--- config.mk ---
export PLATFORM = sky130hd
export DESIGN_NAME = multiplexed_seven_segment_driver_flat
export DESIGN_NICKNAME = d
export VERILOG_FILES = /design/src/rtl/msd_pkg.sv /design/src/rtl/msd_if.sv /design/src/rtl/msd_ctrl.sv /design/src/rtl/msd_datapath.sv /design/src/rtl/multiplexed_seven_segment_driver.sv /design/src/flat_wrapper.sv
export SDC_FILE = /design/constraint.sdc
export NUM_CORES = 1
export LEC_CHECK = 0
export ABC_AREA = 0
export ABC_CLOCK_PERIOD_IN_PS = 8600
export BUFFER_PORTS_ARGS = -buffer_cell sky130_fd_sc_hd__buf_2
export CORE_UTILIZATION = 40
export DETAILED_ROUTE_END_ITERATION = 8
export SYNTH_ARGS = -nofsm -noshare
export SYNTH_HDL_FRONTEND = slang
export SYNTH_HIERARCHICAL = 1
export SYNTH_SLANG_ARGS = --single-unit
--- constraint.sdc ---
create_clock -name clk -period 8.6 [get_ports clk]
set_input_delay 0.43 -clock clk [delete_from_list [all_inputs] [get_ports clk]]
set_output_delay 0.43 -clock clk [all_outputs]
set_load 0.005 [all_outputs]
--- src/rtl/msd_pkg.sv ---
// ----------------------------------------------------------------------------
// Seven-segment driver package
// Types, codes and constants shared by the multiplexed seven-segment driver.
// ----------------------------------------------------------------------------
`default_nettype none

package msd_pkg;

  typedef enum logic [1:0] {
    OP_SCAN  = 2'd0,
    OP_SET   = 2'd1,
    OP_SHOW  = 2'd2,
    OP_CLEAR = 2'd3
  } opcode_t;

  localparam int CFG_IDX_W = 2;
  localparam logic [CFG_IDX_W-1:0] CFG_SEG_POL = 2'd0;
  localparam logic [CFG_IDX_W-1:0] CFG_DIG_POL = 2'd1;
  localparam logic [CFG_IDX_W-1:0] CFG_ENABLE  = 2'd2;

  localparam int DIGIT_PINS = 4;
  localparam int BCD_DIGITS = 4;
  localparam int NUM_W      = 14;
  localparam logic [NUM_W-1:0] NUM_MAX = 14'd9999;
  localparam logic [3:0] RADIX = 4'd10;
  localparam logic [7:0] DP_BIT = 8'h80;

  // Reciprocal constants for division by 10, 100 and 1000 of values up to 9999.
  localparam logic [15:0] RECIP_10   = 16'd52429;
  localparam logic [12:0] RECIP_100  = 13'd5243;
  localparam logic [13:0] RECIP_1000 = 14'd8389;

  typedef struct packed {
    opcode_t     opcode;
    logic [2:0]  position;
    logic [3:0]  digit_value;
    logic        decimal_point;
    logic [15:0] number;
  } in_item_t;

  typedef struct packed {
    logic                  status;
    logic [7:0]            segment_levels;
    logic [DIGIT_PINS-1:0] digit_levels;
  } out_item_t;

  typedef struct packed {
    logic load;
    logic exec;
  } cmd_t;

  function automatic logic [7:0] seg_pattern(input logic [3:0] value);
    logic [7:0] pat;
    unique case (value)
      4'd0:    pat = 8'h3F;
      4'd1:    pat = 8'h06;
      4'd2:    pat = 8'h5B;
      4'd3:    pat = 8'h4F;
      4'd4:    pat = 8'h66;
      4'd5:    pat = 8'h6D;
      4'd6:    pat = 8'h7D;
      4'd7:    pat = 8'h07;
      4'd8:    pat = 8'h7F;
      4'd9:    pat = 8'h6F;
      default: pat = 8'h00;
    endcase
    return pat;
  endfunction

  function automatic logic [NUM_W-1:0] pow10(input int k);
    logic [NUM_W-1:0] p;
    unique case (k)
      0:       p = 14'd1;
      1:       p = 14'd10;
      2:       p = 14'd100;
      default: p = 14'd1000;
    endcase
    return p;
  endfunction

endpackage

`default_nettype wire

--- src/rtl/msd_if.sv ---
// ----------------------------------------------------------------------------
// Seven-segment driver channels
// Valid/ready channels for command items and result items.
// ----------------------------------------------------------------------------
`default_nettype none

interface msd_in_if;
  import msd_pkg::*;
  logic     valid;
  logic     ready;
  in_item_t data;

  modport source (output valid, output data, input ready);
  modport sink (input valid, input data, output ready);
endinterface

interface msd_out_if;
  import msd_pkg::*;
  logic      valid;
  logic      ready;
  out_item_t data;

  modport source (output valid, output data, input ready);
  modport sink (input valid, input data, output ready);
endinterface

`default_nettype wire

--- src/rtl/msd_ctrl.sv ---
// ----------------------------------------------------------------------------
// Seven-segment driver controller
// Sequences one command at a time and owns the result valid flag.
// ----------------------------------------------------------------------------
`default_nettype none

module msd_ctrl (
  input  wire logic        clk,
  input  wire logic        rst_n,
  input  wire logic        in_valid,
  output logic             in_ready,
  output logic             out_valid,
  input  wire logic        out_ready,
  output msd_pkg::cmd_t    cmd
);
  import msd_pkg::*;

  typedef enum logic {
    S_IDLE,
    S_EXEC
  } state_t;

  state_t state_r;
  logic   out_valid_r;
  logic   exec_go;

  assign in_ready  = (state_r == S_IDLE);
  assign out_valid = out_valid_r;
  assign exec_go   = (state_r == S_EXEC) && (!out_valid_r || out_ready);
  assign cmd.load  = in_ready && in_valid;
  assign cmd.exec  = exec_go;

  always_ff @(posedge clk) begin
    if (!rst_n) begin
      state_r     <= S_IDLE;
      out_valid_r <= 1'b0;
    end else begin
      unique case (state_r)
        S_IDLE: begin
          if (in_valid) begin
            state_r <= S_EXEC;
          end
          if (out_ready) begin
            out_valid_r <= 1'b0;
          end
        end
        S_EXEC: begin
          if (exec_go) begin
            state_r     <= S_IDLE;
            out_valid_r <= 1'b1;
          end
        end
        default: begin
          state_r <= S_IDLE;
        end
      endcase
    end
  end

endmodule

`default_nettype wire

--- src/rtl/msd_datapath.sv ---
// ----------------------------------------------------------------------------
// Seven-segment driver datapath
// Holds configuration, pattern buffer, scan state and the result register.
// ----------------------------------------------------------------------------
`default_nettype none

module msd_datapath #(
  parameter int DIGITS = 4
) (
  input  wire logic                         clk,
  input  wire logic                         rst_n,
  input  wire msd_pkg::cmd_t                cmd,
  input  wire msd_pkg::in_item_t            in_item,
  input  wire logic                         cfg_we,
  input  wire logic [msd_pkg::CFG_IDX_W-1:0] cfg_index,
  input  wire logic                         cfg_data,
  output msd_pkg::out_item_t                out_item
);
  import msd_pkg::*;

  localparam int PW = (DIGITS > 1) ? $clog2(DIGITS) : 1;

  in_item_t         item_r;
  logic [NUM_W-1:0] num_r;
  logic [9:0]       q1_r;
  logic [6:0]       q2_r;
  logic [3:0]       q3_r;

  logic seg_pol_r;
  logic dig_pol_r;
  logic enable_r;

  logic [7:0]        buf_r   [DIGITS];
  logic [7:0]        buf_nxt [DIGITS];
  logic [PW-1:0]     scan_r;
  logic [PW-1:0]     scan_nxt;
  logic [7:0]        lit_seg_r;
  logic [7:0]        lit_seg_nxt;
  logic [DIGITS-1:0] lit_sel_r;
  logic [DIGITS-1:0] lit_sel_nxt;
  out_item_t         out_r;
  out_item_t         out_nxt;

  logic [NUM_W-1:0] sat;
  logic [29:0]      prod10;
  logic [26:0]      prod100;
  logic [27:0]      prod1000;
  logic [3:0]       bcd [BCD_DIGITS];
  logic             set_ok;
  logic [7:0]       seg_src;
  logic [DIGIT_PINS-1:0] dig_lv;

  // Saturation and reciprocal quotients are taken when the command is accepted.
  assign sat = (in_item.number > 16'(NUM_MAX)) ? NUM_MAX : in_item.number[NUM_W-1:0];
  assign prod10   = 30'(sat) * 30'(RECIP_10);
  assign prod100  = 27'(sat) * 27'(RECIP_100);
  assign prod1000 = 28'(sat) * 28'(RECIP_1000);

  assign bcd[0] = 4'(num_r - 14'({q1_r, 3'b000}) - 14'({q1_r, 1'b0}));
  assign bcd[1] = 4'(q1_r - 10'({q2_r, 3'b000}) - 10'({q2_r, 1'b0}));
  assign bcd[2] = 4'(q2_r - 7'({q3_r, 3'b000}) - 7'({q3_r, 1'b0}));
  assign bcd[3] = q3_r;

  assign set_ok = ({1'b0, item_r.position} < 4'(DIGITS)) && (item_r.digit_value < RADIX);

  always_comb begin
    for (int i = 0; i < DIGITS; i++) begin
      buf_nxt[i] = buf_r[i];
    end
    scan_nxt    = scan_r;
    lit_seg_nxt = lit_seg_r;
    lit_sel_nxt = lit_sel_r;
    unique case (item_r.opcode)
      OP_SCAN: begin
        if (!enable_r) begin
          lit_seg_nxt = '0;
          lit_sel_nxt = '0;
        end else begin
          lit_seg_nxt = buf_r[scan_r];
          lit_sel_nxt = DIGITS'(1) << scan_r;
          scan_nxt    = (scan_r == PW'(DIGITS - 1)) ? '0 : scan_r + PW'(1);
        end
      end
      OP_SET: begin
        if (set_ok) begin
          buf_nxt[item_r.position[PW-1:0]] = seg_pattern(item_r.digit_value) |
                                             (item_r.decimal_point ? DP_BIT : 8'h00);
        end
      end
      OP_SHOW: begin
        for (int i = 0; i < DIGITS; i++) begin
          buf_nxt[i] = 8'h00;
          if ((DIGITS - 1 - i) < BCD_DIGITS) begin
            if (((DIGITS - 1 - i) == 0) || (num_r >= pow10(DIGITS - 1 - i))) begin
              buf_nxt[i] = seg_pattern(bcd[(DIGITS - 1 - i) % BCD_DIGITS]);
            end
          end
        end
      end
      OP_CLEAR: begin
        for (int i = 0; i < DIGITS; i++) begin
          buf_nxt[i] = 8'h00;
        end
      end
      default: begin
        scan_nxt = scan_r;
      end
    endcase
  end

  assign seg_src = enable_r ? lit_seg_nxt : 8'h00;

  for (genvar j = 0; j < DIGIT_PINS; j++) begin : g_pin
    if (j < DIGITS) begin : g_used
      assign dig_lv[j] = dig_pol_r ? (enable_r & lit_sel_nxt[j])
                                   : ~(enable_r & lit_sel_nxt[j]);
    end else begin : g_none
      assign dig_lv[j] = 1'b0;
    end
  end

  always_comb begin
    out_nxt.status         = (item_r.opcode == OP_SET) && !set_ok;
    out_nxt.segment_levels = seg_pol_r ? seg_src : ~seg_src;
    out_nxt.digit_levels   = dig_lv;
  end

  assign out_item = out_r;

  always_ff @(posedge clk) begin
    if (cmd.load) begin
      item_r <= in_item;
      num_r  <= sat;
      q1_r   <= prod10[28:19];
      q2_r   <= prod100[25:19];
      q3_r   <= prod1000[26:23];
    end
    if (cmd.exec) begin
      out_r <= out_nxt;
    end
  end

  always_ff @(posedge clk) begin
    if (!rst_n) begin
      seg_pol_r <= 1'b1;
      dig_pol_r <= 1'b1;
      enable_r  <= 1'b0;
      scan_r    <= '0;
      lit_seg_r <= '0;
      lit_sel_r <= '0;
      for (int i = 0; i < DIGITS; i++) begin
        buf_r[i] <= 8'h00;
      end
    end else begin
      if (cmd.exec) begin
        scan_r    <= scan_nxt;
        lit_seg_r <= lit_seg_nxt;
        lit_sel_r <= lit_sel_nxt;
        for (int i = 0; i < DIGITS; i++) begin
          buf_r[i] <= buf_nxt[i];
        end
      end
      if (cfg_we) begin
        unique case (cfg_index)
          CFG_SEG_POL: seg_pol_r <= cfg_data;
          CFG_DIG_POL: dig_pol_r <= cfg_data;
          CFG_ENABLE: begin
            enable_r <= cfg_data;
            if (!cfg_data) begin
              lit_seg_r <= '0;
              lit_sel_r <= '0;
            end
          end
          default: enable_r <= enable_r;
        endcase
      end
    end
  end

endmodule

`default_nettype wire

--- src/rtl/multiplexed_seven_segment_driver.sv ---
// ----------------------------------------------------------------------------
// Multiplexed seven-segment driver
// Multiplexed display driver: each command transfer returns one result
// transfer with a status bit and the segment and digit pin levels.
// Commands arrive on in_ch: scan tick, set digit, show number, clear buffer.
// Results leave on out_ch and are held until the receiver takes them.
// The user must write polarity and display enable on the cfg_ port only
// while no command is in flight; the block does not enforce this.
// Index 3 is ignored. Each command passes the two-state controller: it is
// accepted, then executed into the output register once that is free.
// The next command is accepted only after this one has executed.
// A new command is taken while an earlier result still waits; if the receiver
// stalls, the execute step holds until the output register is free.
// Reset clears the pattern buffer, the scan position and the lit state,
// sets both polarities active high and disables the display.
// ----------------------------------------------------------------------------
`default_nettype none

module multiplexed_seven_segment_driver #(
  parameter int DIGITS = 4
) (
  input  wire logic                          clk,
  input  wire logic                          rst_n,
  msd_in_if.sink                             in_ch,
  msd_out_if.source                          out_ch,
  input  wire logic                          cfg_we,
  input  wire logic [msd_pkg::CFG_IDX_W-1:0] cfg_index,
  input  wire logic                          cfg_data
);
  import msd_pkg::*;

  cmd_t cmd;

  msd_ctrl u_ctrl (
    .clk       (clk),
    .rst_n     (rst_n),
    .in_valid  (in_ch.valid),
    .in_ready  (in_ch.ready),
    .out_valid (out_ch.valid),
    .out_ready (out_ch.ready),
    .cmd       (cmd)
  );

  msd_datapath #(
    .DIGITS (DIGITS)
  ) u_datapath (
    .clk       (clk),
    .rst_n     (rst_n),
    .cmd       (cmd),
    .in_item   (in_ch.data),
    .cfg_we    (cfg_we),
    .cfg_index (cfg_index),
    .cfg_data  (cfg_data),
    .out_item  (out_ch.data)
  );

  a_one_in_flight: assert property (@(posedge clk) disable iff (!rst_n)
    in_ch.valid && in_ch.ready |=> !in_ch.ready)
    else $error("Command accepted while another was in flight.");

  a_reset_no_result: assert property (@(posedge clk)
    !rst_n |=> !out_ch.valid)
    else $error("Result valid right after reset.");

  a_result_after_exec: assert property (@(posedge clk) disable iff (!rst_n)
    $rose(out_ch.valid) |-> !$past(in_ch.ready))
    else $error("Result appeared without a command in execution.");

endmodule

`default_nettype wire
--- src/flat_wrapper.sv ---
// flat-port wrapper written by rule: the top's interface ports become plain ports
module multiplexed_seven_segment_driver_flat import msd_pkg::*;
#(
  parameter int DIGITS = 4
)
  (clk, rst_n, cfg_we, cfg_index, cfg_data, in_ch_valid, in_ch_data, in_ch_ready, out_ch_valid, out_ch_data, out_ch_ready);
  msd_in_if in_ch_i ();
  msd_out_if out_ch_i ();
  input  wire logic clk;
  input  wire logic rst_n;
  input  wire logic cfg_we;
  input  wire logic [msd_pkg::CFG_IDX_W-1:0] cfg_index;
  input  wire logic cfg_data;
  input wire logic [$bits(in_ch_i.valid)-1:0] in_ch_valid;
  input wire logic [$bits(in_ch_i.data)-1:0] in_ch_data;
  output wire logic [$bits(in_ch_i.ready)-1:0] in_ch_ready;
  output wire logic [$bits(out_ch_i.valid)-1:0] out_ch_valid;
  output wire logic [$bits(out_ch_i.data)-1:0] out_ch_data;
  input wire logic [$bits(out_ch_i.ready)-1:0] out_ch_ready;
  assign in_ch_i.valid = in_ch_valid;
  assign in_ch_i.data = in_ch_data;
  assign in_ch_ready = in_ch_i.ready;
  assign out_ch_valid = out_ch_i.valid;
  assign out_ch_data = out_ch_i.data;
  assign out_ch_i.ready = out_ch_ready;
  multiplexed_seven_segment_driver #(.DIGITS(DIGITS)) u_core (.clk(clk), .rst_n(rst_n), .in_ch(in_ch_i), .out_ch(out_ch_i), .cfg_we(cfg_we), .cfg_index(cfg_index), .cfg_data(cfg_data));
endmodule
Word-level counts from Yosys, hierarchy flattened
Memories as Yosys holds them, arrays and structs flattened. A register that Yosys moved wholly into a read port is not among the register bits. Index checks and enable logic that the tools add are counted. Widths: inputs -> output; s select.

Output and inout port bits: 15. Memories kept: 6. Input bits: 34. Flip-flop bits (word level): 68. ROM bits: 560. Memory bits (writable): 32.

Memory list: (name not given) (words 16, width 7, read ports 1, clocked after memory_dff 1, wr ports 0, RTL line msd_pkg.sv:54) `unique case (value)`; (name not given) (words 16, width 7, read ports 1, clocked after memory_dff 1, wr ports 0, RTL line msd_pkg.sv:54); (name not given) (words 16, width 7, read ports 1, clocked after memory_dff 0, wr ports 0, RTL line msd_pkg.sv:54); (name not given) (words 16, width 7, read ports 1, clocked after memory_dff 0, wr ports 0, RTL line msd_pkg.sv:54); (name not given) (words 16, width 7, read ports 1, clocked after memory_dff 0, wr ports 0, RTL line msd_pkg.sv:54); u_core.u_datapath.buf_r (words 4, width 8, read ports 5, clocked after memory_dff 1, wr ports 4, RTL line msd_datapath.sv:33) `logic [7:0] buf_r [DIGITS];`.

Muxes and demuxes: 52. Reduce and logical (&&, ||, !) cells: 15. Bitwise gates (word level): 16. $mul: 3. Add/sub/neg operators: 7. Eq/ne operators: 8. Order comparisons: 8. Shift-type cells: 1.

Operators by type and width (number): $mux 8 (19); $pmux 32 s3 (1); $mux 14 (4); $ge 14x14->1 (3); $bwmux 32 (1); $mux 32 (1); $mux 4 (8); $mul 14x14->27 const B (1); $sub 4x4->4 (6); $mul 14x13->23 const B (1); $mul 14x16->23 const B (1); $demux 8 s2 (1); $gt 16x14->1 const B (1); $mux 1 (12); $eq 2x2->1 const B (4); $not 8->8 (1); $or 8x8->8 (1); $reduce_and 2->1 (4); $mux 2 (3); $logic_and 1x1->1 (5); $not 1->1 (5); $and 1x1->1 (4); $eq 2x1->1 const B (2); $logic_not 2->1 (2); other kinds (14) (19).

Logic depth before layout (Yosys ltp)
Depth in word-level cells: 9. Mapped depth: 29. Gate-level depth less buffers: 27.

Modules after synthesis
The synthesis kept the hierarchy.

By module, submodules not included: msd_datapath (area each 13719.4 µm², cells an instance 1441, times used 1); msd_ctrl (area each 110.1 µm², cells an instance 10, times used 1).

Worst setup path after synthesis
OpenSTA, ideal clock, no wires.

Path kind: input to register. Start: input in_ch_data[4]. End: register (tool-made name). Path buffers: 2. Arrival time: 6.253 ns. Path slack: 2.275 ns. Library setup time: 0.072 ns. Stages on the path: 26. Cells stage by stage: clkbuf_1 > nor4_1 > nor2_1 > nor2_1 > nand2_1 > inv_1 > ha_1 > nor2_1 > nor2_1 > ha_1 > ha_1 > fa_1 > inv_1 > fa_1 > inv_1 > ha_1 > a211oi_1 > o21bai_1 > o211ai_1 > o21ai_1 > or4b_1 > and3_1 > clkbuf_1 > ha_1 > mux2_2 > o21ai_1.

RTL lines: from (decl) (RTL line flat_wrapper.sv:15) `input wire logic [$bits(in_ch_i.data)-1:0] in_ch_data;`.

==> results <==
- The via count of the first global-routing pass is 10100.
- After detailed placement, the total cell area comes to 14600 um^2.
- After detailed routing, the number of remaining DRC violations is 0.
- Dividing the final minimum period by the clock period gives 0.770.
- The actual slew at the worst max-slew pin is 0.964 ns.
- The part of the power in registers is 0.219.
- The tree built by TritonCTS fans out to 116 sinks.
- For this run, the register share of the synthesized area comes to 0.227.
- Setup repair after global routing left no endpoint under its margin.
- The routed design has 33900 um of wire.
- The initial antenna violation count is 0.
- The critical path class is in -> reg.
- The standby leakage power is 7.40 nW.
- The quantity of I/O buffers inserted on ports is 48.
- The first global-routing pass estimated 54000 um of wire.
- The die is 188 um wide.
- For this run, the total global-route usage over all layers was measured as 0.198.
- The final max-slew violation count came to 0.
- The number of core rows is 67.
- Data on the critical path arrives at its endpoint at 6.97 ns.
- VDD sags by at most 0.000201 V.
- Subtracting the final worst setup slack from the clock period gives 6.62 ns.
- Synthesis instantiated 67 different standard cells from the library.
- After clock tree synthesis, the repair step resized 0 gates.
- The number of clock buffers added by TritonCTS is 17.
- For this run, the share of the core covered by cells in the final layout is 0.450.
- The insertion delay to the later sink of the worst-skew pair is 0.41 ns.
- Of the total power, the share spent switching nets is 0.423.
- The sum of negative setup slack is 0 ns.
- The class of the most critical hold timing path is in -> reg.
- The tightest slew margin relative to the limit is 0.353.
- Clock-pin slew was measured on the worst setup and hold paths at 0.06 ns.
- The worst-case clock buffer depth is 2.
- The net count of the finished layout is 1891.
- By instance count, the cell type seen most on the critical path is sky130_fd_sc_hd__ha_1.
- Final hold analysis gives a worst-case slack of 0.188 ns.
- The number of nets with antenna violations after routing is 0.
- Timing analysis after detailed placement gives a worst setup slack of 1.59 ns.
- The synthesized design contains 81 enable-type register cells.
- The largest fanout on the critical path is 15.
- The cell at the root of the clock tree is sky130_fd_sc_hd__clkbuf_16.
- In this run, synthesis produced a sequential element count of 116.
- The filler cells instantiated in the layout total 3279.
- The critical path endpoint category is a register.
- Max-cap violations in this run came to 0.
- In this run the power spent charging and discharging nets is 1.42 mW.
- The final hold violation count was 0.
- The mapped netlist covers 13800 um^2.
- On the critical path, the stage with the largest delay is an instance of sky130_fd_sc_hd__fa_1.
- After technology mapping, the gate count stands at 1451.
- Across all layers, the routed design uses 10100 vias.
- After synthesis, the mean cell area works out to 9.53 um^2.
- In the post-synthesis netlist, the cell with the most instances is sky130_fd_sc_hd__inv_1.
- Summing all multi-input logic gate instances after layout gives 9510 um^2.
- The proportion of power drawn by the clock network is 0.227.
- The first routing iteration left 549 violations.
- The post-layout instance count excluding filler cells is 1952.
- The congestion estimate from routability-driven global placement came to 0.967.
- For this run the aggregate overflow at the end of global routing stands at 0.
- The worst path meets setup with 1.98 ns of slack.
- The area enclosed by the die boundary is 35300 um^2.
- The total number of yosys warnings is 6.
- The core region is 33800 um^2.
- The area growth from synthesis to layout is 9.92%.
- Setup violations remaining at the end of the flow were counted as 0.
- The initial cell density of the core is 0.409.
- The CTS tree is built.
- In this run the number of H-tree levels came out at 4.
- Total power for the finished layout comes to 3.37 mW.
- The flow ran to the end, and the final reports show no timing, DRC or antenna violations.
- The number of placed instances with taps included is 1920.
- The cell-internal power is 1.94 mW.
- The most used flip-flop cell after synthesis is sky130_fd_sc_hd__edfxtp_1.
- For the final database, setup skew stands at 0.00852 ns.
- In the post-synthesis netlist, the biggest area contributors are sky130_fd_sc_hd__ha_1, sky130_fd_sc_hd__edfxtp_1, sky130_fd_sc_hd__fa_1.
- Entering global routing, the biggest net connects 51 pins.
- The share of flip-flops with an asynchronous set or reset after synthesis is 0.
- The area taken by flip-flops and latches is 3130 um^2.
- The buffering stage count on the worst path with inverters included is 5.
- The share of total power dissipated in combinational logic is 0.554.
- STA classifies the critical path startpoint as an input pin.
- The fmax is 151 MHz.
- Summed over all instances, the cell type with the most area after synthesis is sky130_fd_sc_hd__ha_1.
- The die is 188 um tall.
- On the worst path, the slowest cell contributes a delay of 0.53 ns.
- In the synthesized netlist, the cells that appear most often are sky130_fd_sc_hd__inv_1, sky130_fd_sc_hd__ha_1, sky130_fd_sc_hd__fa_1.
- The number of antenna diodes in the final layout is 0.
- In this run the power density over the cells is 221 nW/um^2.
- The detail-routed via count per cell is 5.18.
- The post-CTS setup buffer count is 0.
- The number of hold-repair buffers added at the cts stage is 0.
- Of the cells placed in the final design, the portion with a size suffix greater than 1 is 0.0785.
- The final HPWL from detailed placement is 28500 um.
- The summed area of non-filler cells in the final layout is 15200 um^2.
- Of the post-synthesis cell area, the dominant cell type holds 0.227.
- The first-pass iteration count of the detailed router is 6.
- Pin placement for this block handled 49 I/O pins.
- At the worst endpoint, the required time is 8.94 ns.
- The average detailed-routed wire length per instance is 17.4 um.
- The gate family responsible for the most delay along the worst path is adder cells.
==> worst paths after layout <==
| check | depth (start not counted) | start | end | slack (ns) |
|---|---|---|---|---|
| min reg2reg | 2 | u_core/u_datapath/lit_sel_r[2] | u_core/u_datapath/lit_sel_r[2] | 0.45 |
| min | 1 | in_ch_data[23] | u_core/u_datapath/item_r[23] | 0.19 |
| max | 26 | in_ch_data[12] | register | 1.98 |
| max reg2reg | 5 | u_core/u_datapath/item_r[24] | register | 5.56 |
==> routing by layer <==
| metal | global-route usage | up-vias | wire length [um] |
|---|---|---|---|
| li1 | - | 4916 | - |
| met1 | 0.249 | 4907 | 14800 |
| met2 | 0.350 | 239 | 17000 |
| met3 | 0.0245 | 46 | 1190 |
| met4 | 0.0654 | 0 | 1000 |
| met5 | 0 | - | 0 |
==> cell usage in the layout, fill, tap and decap left out, types with 7 or more instances in the layout <==
| cell type | instances |
|---|---|
| sky130_fd_sc_hd__a21oi_1 | 73 |
| sky130_fd_sc_hd__dfxtp_1 | 35 |
| sky130_fd_sc_hd__and3_1 | 13 |
| sky130_fd_sc_hd__or3_1 | 7 |
| sky130_fd_sc_hd__a21o_1 | 20 |
| sky130_fd_sc_hd__or2_2 | 7 |
| sky130_fd_sc_hd__o21ai_0 | 54 |
| sky130_fd_sc_hd__a31oi_1 | 7 |
| sky130_fd_sc_hd__nor3_1 | 14 |
| sky130_fd_sc_hd__o22ai_1 | 20 |
| sky130_fd_sc_hd__nand2b_1 | 10 |
| sky130_fd_sc_hd__nand2_1 | 95 |
| sky130_fd_sc_hd__xnor2_1 | 61 |
| sky130_fd_sc_hd__xor2_1 | 16 |
| sky130_fd_sc_hd__and2_1 | 8 |
| sky130_fd_sc_hd__fa_1 | 115 |
| sky130_fd_sc_hd__nand3_1 | 22 |
| sky130_fd_sc_hd__a22oi_1 | 9 |
| sky130_fd_sc_hd__inv_1 | 281 |
| sky130_fd_sc_hd__mux4_2 | 8 |
| sky130_fd_sc_hd__edfxtp_1 | 81 |
| sky130_fd_sc_hd__mux2i_1 | 35 |
| sky130_fd_sc_hd__ha_1 | 251 |
| sky130_fd_sc_hd__nor2_1 | 92 |
| sky130_fd_sc_hd__clkbuf_16 | 17 |
| sky130_fd_sc_hd__buf_2 | 48 |
| sky130_fd_sc_hd__buf_4 | 8 |
==> worst reg2reg max path, stage by stage (launching register included) <==
cell and delay [ns]:
sky130_fd_sc_hd__edfxtp_1 0.63, sky130_fd_sc_hd__nor2_1 0.79, sky130_fd_sc_hd__nand2_1 0.53, sky130_fd_sc_hd__nor2_1 0.66, sky130_fd_sc_hd__mux2i_1 0.25, sky130_fd_sc_hd__nor2b_1 0.08
==> logic make-up after synthesis <==
group                    after synthesis  synth area share
AO/OA/AOI/OAI                        227            0.0999
XOR/XNOR                              78            0.0499
adder cells (fa/ha/maj)              366             0.394
buffers and inverters                319            0.0870
flip-flops                           116             0.227
multiplexers                          48            0.0426
other                                  1          0.000271
AND/OR/NAND/NOR                      296             0.100
==> area by class of cell <==
class	instances	area share
flip-flops and latches	116	0.206
multi-input cells	1017	0.625
clock buffers	18	0.0289
inverters	283	0.0700
well taps	448	0.0369
repair buffers	56	0.0198
clock inverters	14	0.0131
==> power groups by stage <==
| stage | combinational [mW] | sequential, mW | clock, mW |
|---|---|---|---|
| floorplan | 1.42 | 0.720 | 0 |
| global placement | 1.82 | 0.747 | 0 |
| detailed placement | 1.87 | 0.748 | 0 |
| CTS | 1.89 | 0.737 | 0.775 |
| global route | 2.16 | 0.742 | 0.806 |
| finish | 1.87 | 0.736 | 0.765 |
No activity file was read; power rests on OpenSTA's default activity.
